==> src/hw/rtl/bmtm_pkg.sv <==
// Shared types, codes and helpers for the button menu threshold monitor.
// No dependencies; imported by every module of the block.
package bmtm_pkg;

    // Field widths fixed by the item and result formats
    localparam int unsigned FUNC_W  = 3;
    localparam int unsigned TIME_W  = 32;
    localparam int unsigned TEMP_W  = 16;
    localparam int unsigned SOUND_W = 8;
    localparam int unsigned THR_W   = 10;
    localparam int unsigned DEB_W   = 16;
    localparam int unsigned STEP_W  = 7;
    localparam int unsigned CIDX_W  = 2;
    localparam int unsigned CDATA_W = 16;

    // Menu states, in display order
    typedef enum logic [3:0] {
        ST_HOME,
        ST_EXTREME,
        ST_MAX_SHOW,
        ST_MAX_SET,
        ST_MAX_INC,
        ST_MAX_DEC,
        ST_MIN_SHOW,
        ST_MIN_SET,
        ST_MIN_INC,
        ST_MIN_DEC,
        ST_MUS_SHOW,
        ST_MUS_SET,
        ST_MUS_CONF
    } menu_state_t;

    // Request function codes
    localparam logic [FUNC_W-1:0] FN_UP     = 3'd0;
    localparam logic [FUNC_W-1:0] FN_DOWN   = 3'd1;
    localparam logic [FUNC_W-1:0] FN_SET    = 3'd2;
    localparam logic [FUNC_W-1:0] FN_CANCEL = 3'd3;
    localparam logic [FUNC_W-1:0] FN_SAMPLE = 3'd4;

    // Sound flag codes
    localparam logic [SOUND_W-1:0] SND_QUIET  = 8'd0;
    localparam logic [SOUND_W-1:0] SND_ACTIVE = 8'd1;

    // Configuration register indexes
    localparam logic [CIDX_W-1:0] CFG_DEBOUNCE = 2'd0;
    localparam logic [CIDX_W-1:0] CFG_CEILING  = 2'd1;
    localparam logic [CIDX_W-1:0] CFG_FLOOR    = 2'd2;
    localparam logic [CIDX_W-1:0] CFG_STEP     = 2'd3;

    typedef struct packed {
        logic [DEB_W-1:0]  debounce_window;
        logic [THR_W-1:0]  upper_ceiling;
        logic [THR_W-1:0]  lower_floor;
        logic [STEP_W-1:0] edit_step;
    } cfg_t;

    localparam cfg_t CFG_RESET = '{
        debounce_window: 16'd300,
        upper_ceiling:   10'd360,
        lower_floor:     10'd150,
        edit_step:       7'd10
    };

    typedef struct packed {
        logic [FUNC_W-1:0]  func;
        logic [TIME_W-1:0]  event_time;
        logic [TEMP_W-1:0]  temp_raw;
        logic [SOUND_W-1:0] sound_flag;
    } item_t;

    typedef struct packed {
        menu_state_t       menu;
        logic [THR_W-1:0]  upper_limit;
        logic [THR_W-1:0]  lower_limit;
        logic [THR_W-1:0]  edit_upper;
        logic [THR_W-1:0]  edit_lower;
        logic              music_flag;
        logic [TIME_W-1:0] last_press;
        logic [TEMP_W-1:0] highest_seen;
        logic [TEMP_W-1:0] lowest_seen;
        logic              band_alarm;
        logic              sound_alarm;
    } state_t;

    localparam state_t STATE_RESET = '{
        menu:         ST_HOME,
        upper_limit:  10'd240,
        lower_limit:  10'd220,
        edit_upper:   10'd0,
        edit_lower:   10'd0,
        music_flag:   1'b0,
        last_press:   32'd0,
        highest_seen: 16'd0,
        lowest_seen:  16'd0,
        band_alarm:   1'b0,
        sound_alarm:  1'b0
    };

    // Add a step, saturate at the threshold field's top value
    function automatic logic [THR_W-1:0] add_sat(input logic [THR_W-1:0]  a,
                                                 input logic [STEP_W-1:0] b);
        logic [THR_W:0] s;
        s = {1'b0, a} + {{(THR_W-STEP_W+1){1'b0}}, b};
        return s[THR_W] ? {THR_W{1'b1}} : s[THR_W-1:0];
    endfunction

    // Subtract a step, stop at zero
    function automatic logic [THR_W-1:0] sub_floor(input logic [THR_W-1:0]  a,
                                                   input logic [STEP_W-1:0] b);
        logic [THR_W-1:0] bw;
        bw = {{(THR_W-STEP_W){1'b0}}, b};
        return (bw > a) ? '0 : a - bw;
    endfunction

endpackage

==> src/hw/rtl/bmtm_step.sv <==
// Next-state logic for one request: debounce, menu move, entry action, sample update.
// Depends on bmtm_pkg.
module bmtm_step (
    input  bmtm_pkg::cfg_t   cfg,
    input  bmtm_pkg::item_t  item,
    input  bmtm_pkg::state_t cur,
    output bmtm_pkg::state_t nxt,
    output logic             accepted
);
    import bmtm_pkg::*;

    logic [TIME_W-1:0] elapsed;
    logic              press_ok;

    assign elapsed  = item.event_time - cur.last_press;
    assign press_ok = elapsed > {{(TIME_W-DEB_W){1'b0}}, cfg.debounce_window};

    always_comb begin
        nxt      = cur;
        accepted = 1'b0;
        if (item.func <= FN_CANCEL) begin
            if (press_ok) begin
                accepted       = 1'b1;
                nxt.last_press = item.event_time;
                // menu move, with the set-press side effects
                unique case (item.func)
                    FN_UP: begin
                        unique case (cur.menu)
                            ST_HOME:                 nxt.menu = ST_EXTREME;
                            ST_EXTREME:              nxt.menu = ST_MAX_SHOW;
                            ST_MAX_SHOW:             nxt.menu = ST_MIN_SHOW;
                            ST_MIN_SHOW:             nxt.menu = ST_MUS_SHOW;
                            ST_MAX_SET, ST_MAX_DEC:  nxt.menu = ST_MAX_INC;
                            ST_MIN_SET, ST_MIN_DEC:  nxt.menu = ST_MIN_INC;
                            default:                 nxt.menu = cur.menu;
                        endcase
                    end
                    FN_DOWN: begin
                        unique case (cur.menu)
                            ST_MUS_SHOW:             nxt.menu = ST_MIN_SHOW;
                            ST_MIN_SHOW:             nxt.menu = ST_MAX_SHOW;
                            ST_MAX_SHOW:             nxt.menu = ST_EXTREME;
                            ST_EXTREME:              nxt.menu = ST_HOME;
                            ST_MAX_SET, ST_MAX_INC:  nxt.menu = ST_MAX_DEC;
                            ST_MIN_SET, ST_MIN_INC:  nxt.menu = ST_MIN_DEC;
                            default:                 nxt.menu = cur.menu;
                        endcase
                    end
                    FN_SET: begin
                        unique case (cur.menu)
                            ST_MAX_SHOW: begin
                                nxt.edit_upper = cur.upper_limit;
                                nxt.menu       = ST_MAX_SET;
                            end
                            ST_MAX_SET, ST_MAX_INC, ST_MAX_DEC: begin
                                nxt.upper_limit = cur.edit_upper;
                                nxt.menu        = ST_MAX_SHOW;
                            end
                            ST_MIN_SHOW: begin
                                nxt.edit_lower = cur.lower_limit;
                                nxt.menu       = ST_MIN_SET;
                            end
                            ST_MIN_SET, ST_MIN_INC, ST_MIN_DEC: begin
                                nxt.lower_limit = cur.edit_lower;
                                nxt.menu        = ST_MIN_SHOW;
                            end
                            ST_MUS_SHOW: nxt.menu = ST_MUS_SET;
                            ST_MUS_SET: begin
                                nxt.music_flag = ~cur.music_flag;
                                nxt.menu       = ST_MUS_CONF;
                            end
                            default: nxt.menu = cur.menu;
                        endcase
                    end
                    default: begin
                        unique case (cur.menu)
                            ST_MAX_SET, ST_MAX_INC, ST_MAX_DEC: nxt.menu = ST_MAX_SHOW;
                            ST_MIN_SET, ST_MIN_INC, ST_MIN_DEC: nxt.menu = ST_MIN_SHOW;
                            ST_MUS_SET:                         nxt.menu = ST_MUS_SHOW;
                            default:                            nxt.menu = cur.menu;
                        endcase
                    end
                endcase
                // entry action of the state just reached
                unique case (nxt.menu)
                    ST_MAX_INC: begin
                        if (nxt.edit_upper < cfg.upper_ceiling)
                            nxt.edit_upper = add_sat(nxt.edit_upper, cfg.edit_step);
                    end
                    ST_MAX_DEC: begin
                        if (nxt.edit_upper > nxt.lower_limit)
                            nxt.edit_upper = sub_floor(nxt.edit_upper, cfg.edit_step);
                    end
                    ST_MIN_INC: begin
                        if (nxt.edit_lower < nxt.upper_limit)
                            nxt.edit_lower = add_sat(nxt.edit_lower, cfg.edit_step);
                    end
                    ST_MIN_DEC: begin
                        if (nxt.edit_lower > cfg.lower_floor)
                            nxt.edit_lower = sub_floor(nxt.edit_lower, cfg.edit_step);
                    end
                    ST_MUS_CONF: nxt.menu = ST_MUS_SHOW;
                    default: ;
                endcase
            end
        end else if (item.func == FN_SAMPLE) begin
            if (cur.menu == ST_HOME) begin
                accepted = 1'b1;
                if (item.temp_raw > cur.highest_seen)
                    nxt.highest_seen = item.temp_raw;
                if (item.temp_raw < cur.lowest_seen || cur.lowest_seen == '0)
                    nxt.lowest_seen = item.temp_raw;
                nxt.band_alarm =
                    (item.temp_raw < {{(TEMP_W-THR_W){1'b0}}, cur.lower_limit}) ||
                    (item.temp_raw > {{(TEMP_W-THR_W){1'b0}}, cur.upper_limit});
                if (item.sound_flag == SND_ACTIVE)
                    nxt.sound_alarm = 1'b1;
                else if (item.sound_flag == SND_QUIET)
                    nxt.sound_alarm = 1'b0;
            end
        end
    end

endmodule

==> src/hw/rtl/button_menu_threshold_monitor.sv <==
// Button menu threshold monitor: a request passes the input register and then the result register,
// one request per cycle while the result channel is not stalled; the step logic is a single pass.
// A request sits in the input register and the step logic loads state and the result register
// when it advances; a waiting result holds the request there, and s_ready drops when both are
// full and the result is not taken. Reset (aresetn low, synchronous) returns menu, thresholds,
// records and registers to defaults and empties both stages.
module button_menu_threshold_monitor (
    input  logic                           aclk,
    input  logic                           aresetn,
    // configuration write port
    input  logic                           cfg_wr_en,
    input  logic [bmtm_pkg::CIDX_W-1:0]    cfg_index,
    input  logic [bmtm_pkg::CDATA_W-1:0]   cfg_wr_data,
    // request channel
    input  logic                           s_valid,
    output logic                           s_ready,
    input  logic [bmtm_pkg::FUNC_W-1:0]    s_func,
    input  logic [bmtm_pkg::TIME_W-1:0]    s_event_time,
    input  logic [bmtm_pkg::TEMP_W-1:0]    s_temp_raw,
    input  logic [bmtm_pkg::SOUND_W-1:0]   s_sound_flag,
    // result channel
    output logic                           m_valid,
    input  logic                           m_ready,
    output logic                           m_accepted,
    output logic [3:0]                     m_menu_state,
    output logic [bmtm_pkg::THR_W-1:0]     m_max_threshold,
    output logic [bmtm_pkg::THR_W-1:0]     m_min_threshold,
    output logic [bmtm_pkg::THR_W-1:0]     m_pending_max,
    output logic [bmtm_pkg::THR_W-1:0]     m_pending_min,
    output logic                           m_music_on,
    output logic [bmtm_pkg::TEMP_W-1:0]    m_record_high,
    output logic [bmtm_pkg::TEMP_W-1:0]    m_record_low,
    output logic                           m_temp_alarm,
    output logic                           m_baby_alarm
);
    import bmtm_pkg::*;

    cfg_t   cfg_reg;
    state_t state_reg;
    state_t state_next;
    logic   accepted_next;

    // input stage
    logic   in_valid_reg;
    item_t  in_item_reg;

    // result stage
    logic   out_valid_reg;
    logic   out_accepted_reg;
    state_t out_state_reg;

    logic   advance;

    // Move the held request into the result stage when that stage is empty or draining.
    assign advance = in_valid_reg && (!out_valid_reg || m_ready);
    // Take a new request whenever the input stage is empty or empties in this cycle.
    assign s_ready = !in_valid_reg || advance;

    // Configuration writes: hold values masked to each register's width.
    always_ff @(posedge aclk) begin
        if (!aresetn) begin
            cfg_reg <= CFG_RESET;
        end else if (cfg_wr_en) begin
            unique case (cfg_index)
                CFG_DEBOUNCE: cfg_reg.debounce_window <= cfg_wr_data[DEB_W-1:0];
                CFG_CEILING:  cfg_reg.upper_ceiling   <= cfg_wr_data[THR_W-1:0];
                CFG_FLOOR:    cfg_reg.lower_floor     <= cfg_wr_data[THR_W-1:0];
                CFG_STEP:     cfg_reg.edit_step       <= cfg_wr_data[STEP_W-1:0];
            endcase
        end
    end

    // Input register: valid bit is control, payload needs no reset.
    always_ff @(posedge aclk) begin
        if (!aresetn) begin
            in_valid_reg <= 1'b0;
        end else if (s_ready) begin
            in_valid_reg <= s_valid;
        end
    end

    always_ff @(posedge aclk) begin
        if (s_valid && s_ready) begin
            in_item_reg <= '{func:       s_func,
                             event_time: s_event_time,
                             temp_raw:   s_temp_raw,
                             sound_flag: s_sound_flag};
        end
    end

    // Single pass: debounce, menu move, entry action, or sample update.
    bmtm_step u_step (
        .cfg      (cfg_reg),
        .item     (in_item_reg),
        .cur      (state_reg),
        .nxt      (state_next),
        .accepted (accepted_next)
    );

    // Commit state only when the request moves on, so the next one sees it at once.
    always_ff @(posedge aclk) begin
        if (!aresetn) begin
            state_reg <= STATE_RESET;
        end else if (advance) begin
            state_reg <= state_next;
        end
    end

    // Result register: drop valid once taken, refill on advance.
    always_ff @(posedge aclk) begin
        if (!aresetn) begin
            out_valid_reg <= 1'b0;
        end else if (advance) begin
            out_valid_reg <= 1'b1;
        end else if (m_ready) begin
            out_valid_reg <= 1'b0;
        end
    end

    always_ff @(posedge aclk) begin
        if (advance) begin
            out_accepted_reg <= accepted_next;
            out_state_reg    <= state_next;
        end
    end

    assign m_valid         = out_valid_reg;
    assign m_accepted      = out_accepted_reg;
    assign m_menu_state    = out_state_reg.menu;
    assign m_max_threshold = out_state_reg.upper_limit;
    assign m_min_threshold = out_state_reg.lower_limit;
    assign m_pending_max   = out_state_reg.edit_upper;
    assign m_pending_min   = out_state_reg.edit_lower;
    assign m_music_on      = out_state_reg.music_flag;
    assign m_record_high   = out_state_reg.highest_seen;
    assign m_record_low    = out_state_reg.lowest_seen;
    assign m_temp_alarm    = out_state_reg.band_alarm;
    assign m_baby_alarm    = out_state_reg.sound_alarm;

endmodule

==> config.mk <==
export PLATFORM = sky130hd
export DESIGN_NAME = button_menu_threshold_monitor
export DESIGN_NICKNAME = d
export VERILOG_FILES = /design/src/hw/rtl/bmtm_pkg.sv /design/src/hw/rtl/bmtm_step.sv /design/src/hw/rtl/button_menu_threshold_monitor.sv
export SDC_FILE = /design/constraint.sdc
export NUM_CORES = 1
export LEC_CHECK = 0
export ABC_AREA = 1
export BUFFER_PORTS_ARGS = -buffer_cell sky130_fd_sc_hd__buf_2
export CORE_ASPECT_RATIO = 1.75
export CORE_MARGIN = 2
export CORE_UTILIZATION = 35
export CTS_CLUSTER_DIAMETER = 100
export DETAILED_ROUTE_END_ITERATION = 8
export HOLD_SLACK_MARGIN = 0.1
export RECOVER_POWER = 25
export SLEW_MARGIN = 20
export SYNTH_ARGS = -nofsm -noshare
export SYNTH_HDL_FRONTEND = slang
export SYNTH_SLANG_ARGS = --single-unit
==> constraint.sdc <==
create_clock -name aclk -period 4.65 [get_ports aclk]
set_input_delay 1.395 -clock aclk [delete_from_list [all_inputs] [get_ports aclk]]
set_output_delay 1.395 -clock aclk [all_outputs]
set_load 0.1 [all_outputs]
==> metrics.md <==
| Metric | Value |
|---|---|
| Max reg flops | `111` |
| CTS H-tree depth | `1` |
| Async SR Flop Fraction | `0%` |
| Post-synth EDFFs | `139` |
| Syn. warnings | `0` |
| Pin count of the biggest net entering global routing | `64` |
| Slew HR | `-88.16%` |
| HP Start | `state_reg[44]$_SDFFE_PN0P_` |
| Peak VDD IR | `0.0002515 V` |
| DRC | `0` |
| Reg2reg path depth | `23` |
| Routed Antenna Nets | `0` |
| Gr usage total | `22.28%` |
| Grt ovf | `0` |
| Initial DRC count | `1166` |
| Endpoints failing setup | `0` |
| Initial antenna violation count | `4` |
| Dpl hpwl | `51540 um` |
| Pwr/cell area | `320.4 nW/um2` |
| Fin Setup TNS | `0 ns` |
| Worst clock skew | `0.01425 ns` |
| Maxcap violations | `3` |
| Final wirelength | `65110 um` |
| Via-to-Cell Ratio | `5.013` |
| Share of cells above drive strength 1 | `12.56%` |
| Post-CTS Setup Bufs | `0` |
| Post-synthesis cell count | `2734` |
| Crit path time final | `4.325 ns` |
| Die width | `183.0 um` |
| CTS sink cnt | `295` |
| DR pass1 iterations | `6` |
| Starting Density | `35.45%` |
| Average wire per standard cell | `17.92 um` |
| Crit path launch | `in_item_reg[24]$_DFFE_PP_` |
| Distinct cell type count after synthesis | `52` |
| Ys flop type | `dfxtp_1` |
| Cts bufs inserted | `30` |
| Final hold vios | `0` |
| Longest Clk Path Bufs | `3` |
| RSZ-0062 raised after global routing | `false` |
| Port Buffer Count | `163` |
| Worst Setup EP | `m_min_threshold[2]$_DFFE_PP_` |
| Yosys top cell area share | `21.28%` |
| GP Congestion | `0.9822` |
| Arr. time, crit path | `4.69 ns` |
| Vias in the first global route | `17.95k` |
| Die Span Y | `317.2 um` |
| Site Rows | `114` |
| Setup slack, reg-to-reg | `0.32 ns` |
| Layout Nets | `3164` |
| Core Region | `55340 um2` |
| Final Max Slew Viols | `156` |
| CTS tree | `yes` |
| R2r startpoint | `in_item_reg[24]$_DFFE_PP_` |
| Mean Syn Cell Area | `7.176 um2` |
| Worst Hold Class | `flip-flop to flip-flop` |
| Clock Root Buffer | `clkbuf_16` |
| WHS | `0.4608 ns` |
| Status | `finished, violations left` |
| CP Launch Type | `flip-flop` |
| Reg-to-reg endpoint | `m_min_threshold[2]$_DFFE_PP_` |
| Seq/Total Area, Yosys | `37.19%` |
| Tightest Pin Transition | `2.822 ns` |
| CP Capture Type | `flip-flop` |
| Worst Path Required | `5.02 ns` |
| Critical path class | `flip-flop to flip-flop` |
| Clk slew on worst S/H paths | `0.07 ns` |
| Post-Layout Inst Area | `22450 um2` |
| Fillers | `5896` |
| Violated checks | `capacitance limit, slew limit` |
| Area Growth Syn to Fin | `14.43%` |
| Cell Area, Synth | `19620 um2` |
| Fmax | `231.2 MHz` |
| Placement Cell Area | `21490 um2` |
| Reg area | `7297 um2` |
| Ports | `164` |
| Top cells by area, synth | `edfxtp_1 21%, dfxtp_1 16%, nand2_1 14%` |
| Area of the multi-input gates | `10360 um2` |
| Cell leakage power | `0.01088 uW` |
| Clock Latency Late Sink | `0.61 ns` |
| Post-Syn Nets | `2984` |
| Die Area | `58040 um2` |
| Final worst-path cycle share | `93.01%` |
| Vias | `18.22k` |
| Synth area leader | `edfxtp_1` |
| First-pass GRT wire length | `99390 um` |
| CP max FO | `31` |
| Seq cells post-synth | `295` |
==> Yosys cell counts, types with 5 or more instances <==
cell	number
nand2_1	724
inv_1	404
nor2_1	215
nand3_1	209
a21oi_1	196
o21ai_0	178
ha_1	163
dfxtp_1	156
edfxtp_1	139
clkbuf_1	55
nand4_1	36
xor2_1	28
nand2_2	23
inv_2	22
o211ai_1	18
nor2_2	17
o21ai_1	17
and2_1	13
nor4_1	11
a21oi_2	10
nor3_1	8
a31oi_1	7
buf_2	7
buf_4	7
fa_1	5
nor2_4	5
o21ai_2	5
xnor2_1	5
==> layout by cell type, fill, tap and decap left out, types with 15 or more instances in the layout <==
| cell | count |
|---|---|
| ha_1 | 163 |
| nand2_1 | 722 |
| o211ai_1 | 18 |
| xor2_1 | 28 |
| a21oi_1 | 196 |
| dfxtp_1 | 156 |
| edfxtp_1 | 139 |
| nor2_1 | 214 |
| nand3_1 | 209 |
| buf_2 | 157 |
| inv_1 | 401 |
| clkbuf_1 | 15 |
| o21ai_0 | 177 |
| nand2_2 | 24 |
| nor2_2 | 17 |
| buf_4 | 54 |
| clkbuf_16 | 30 |
| o21ai_1 | 18 |
| inv_2 | 22 |
| nand4_1 | 36 |
==> worst max-delay path, stage by stage (launching register included) <==
cell	delay, ns
edfxtp_1	0.34
inv_1	0.05
ha_1	0.20
fa_1	0.40
inv_1	0.13
nand3_1	0.09
nand3_1	0.22
nand3_1	0.13
nand2_1	0.23
xor2_1	0.14
ha_1	0.30
nand2_1	0.05
nor4_1	0.30
nand2_1	0.13
nand2_1	0.10
nand2_1	0.05
nor2_1	0.14
nand3b_1	0.09
nor2_1	0.12
nand2_2	0.22
nand2_4	0.23
buf_12	0.19
nand2_1	0.07
and2_1	0.14
==> per-layer routing <==
layer / vias up / global-route usage [%] / wire length, um
li1: 9266 / - / -
met1: 8233 / 22.19 / 23060
met2: 501 / 42.63 / 34090
met3: 215 / 2.600 / 2806
met4: 4 / 15.62 / 5125
met5: - / 0 / 23
==> metrics by stage <==
step / setup slack [ns] / utilization [%] / power, uW / cells
finish: 0.3249 / 40.57 / 7194 / 3634
global route: 0.01043 / 40.57 / 7575 / 3634
CTS: 0.1038 / 40.60 / 7277 / 3633
detailed placement: 0.1209 / 38.84 / 4806 / 3578
global placement: 0.1061 / 38.84 / 4799 / 3578
floorplan: 0.1258 / - / 4279 / 2734
==> where the power goes <==
| group | switching, uW | internal, uW | leakage [uW] |
|---|---|---|---|
| logic | 1250 | 515 | 0.00779 |
| registers | 98.5 | 2880 | 0.00261 |
| clock network | 1100 | 1340 | 0.000482 |
==> worst min path at each step <==
stage          slack, ns  depth (start not counted)                         end
3_3_place_gp        0.45                          2  state_reg[60]$_SDFFE_PN0P_
2_1_floorplan       0.44                          2    cfg_reg[10]$_SDFFE_PN0P_
4_1_cts             0.46                          2  state_reg[45]$_SDFFE_PN0P_
5_1_grt             0.48                          2  state_reg[53]$_SDFFE_PN0P_
3_5_place_dp        0.45                          2  state_reg[45]$_SDFFE_PN0P_
6_report            0.46                          2  state_reg[44]$_SDFFE_PN0P_
==> cells by family after synthesis <==
family	after synthesis	synth area share, %
DFF	295	37.19
and+or+nand+nor	1279	27.80
buffers and inverters	506	10.11
AOI/OAI and AO/OA	452	12.46
adders and majority gates	168	10.91
muxes	1	0.05739
xor gates and xnor gates	33	1.473
==> cell type report <==
type,instances,area share (%)
Multi-Input combinational cell,1933,46.13
Sequential cell,295,32.50
Inverter,428,7.173
Timing Repair Buffer,226,5.958
Tap cell,696,3.879
Clock buffer,39,3.584
Clock inverter,16,0.7635
Antenna cell,1,0.01115
==> what timing repair did <==
action                     in CTS  in global routing
resized for setup               0                  3
hold buffers                    0                  0
setup endpoints to repair       0                 38
(Power assumes the default switching activity.)
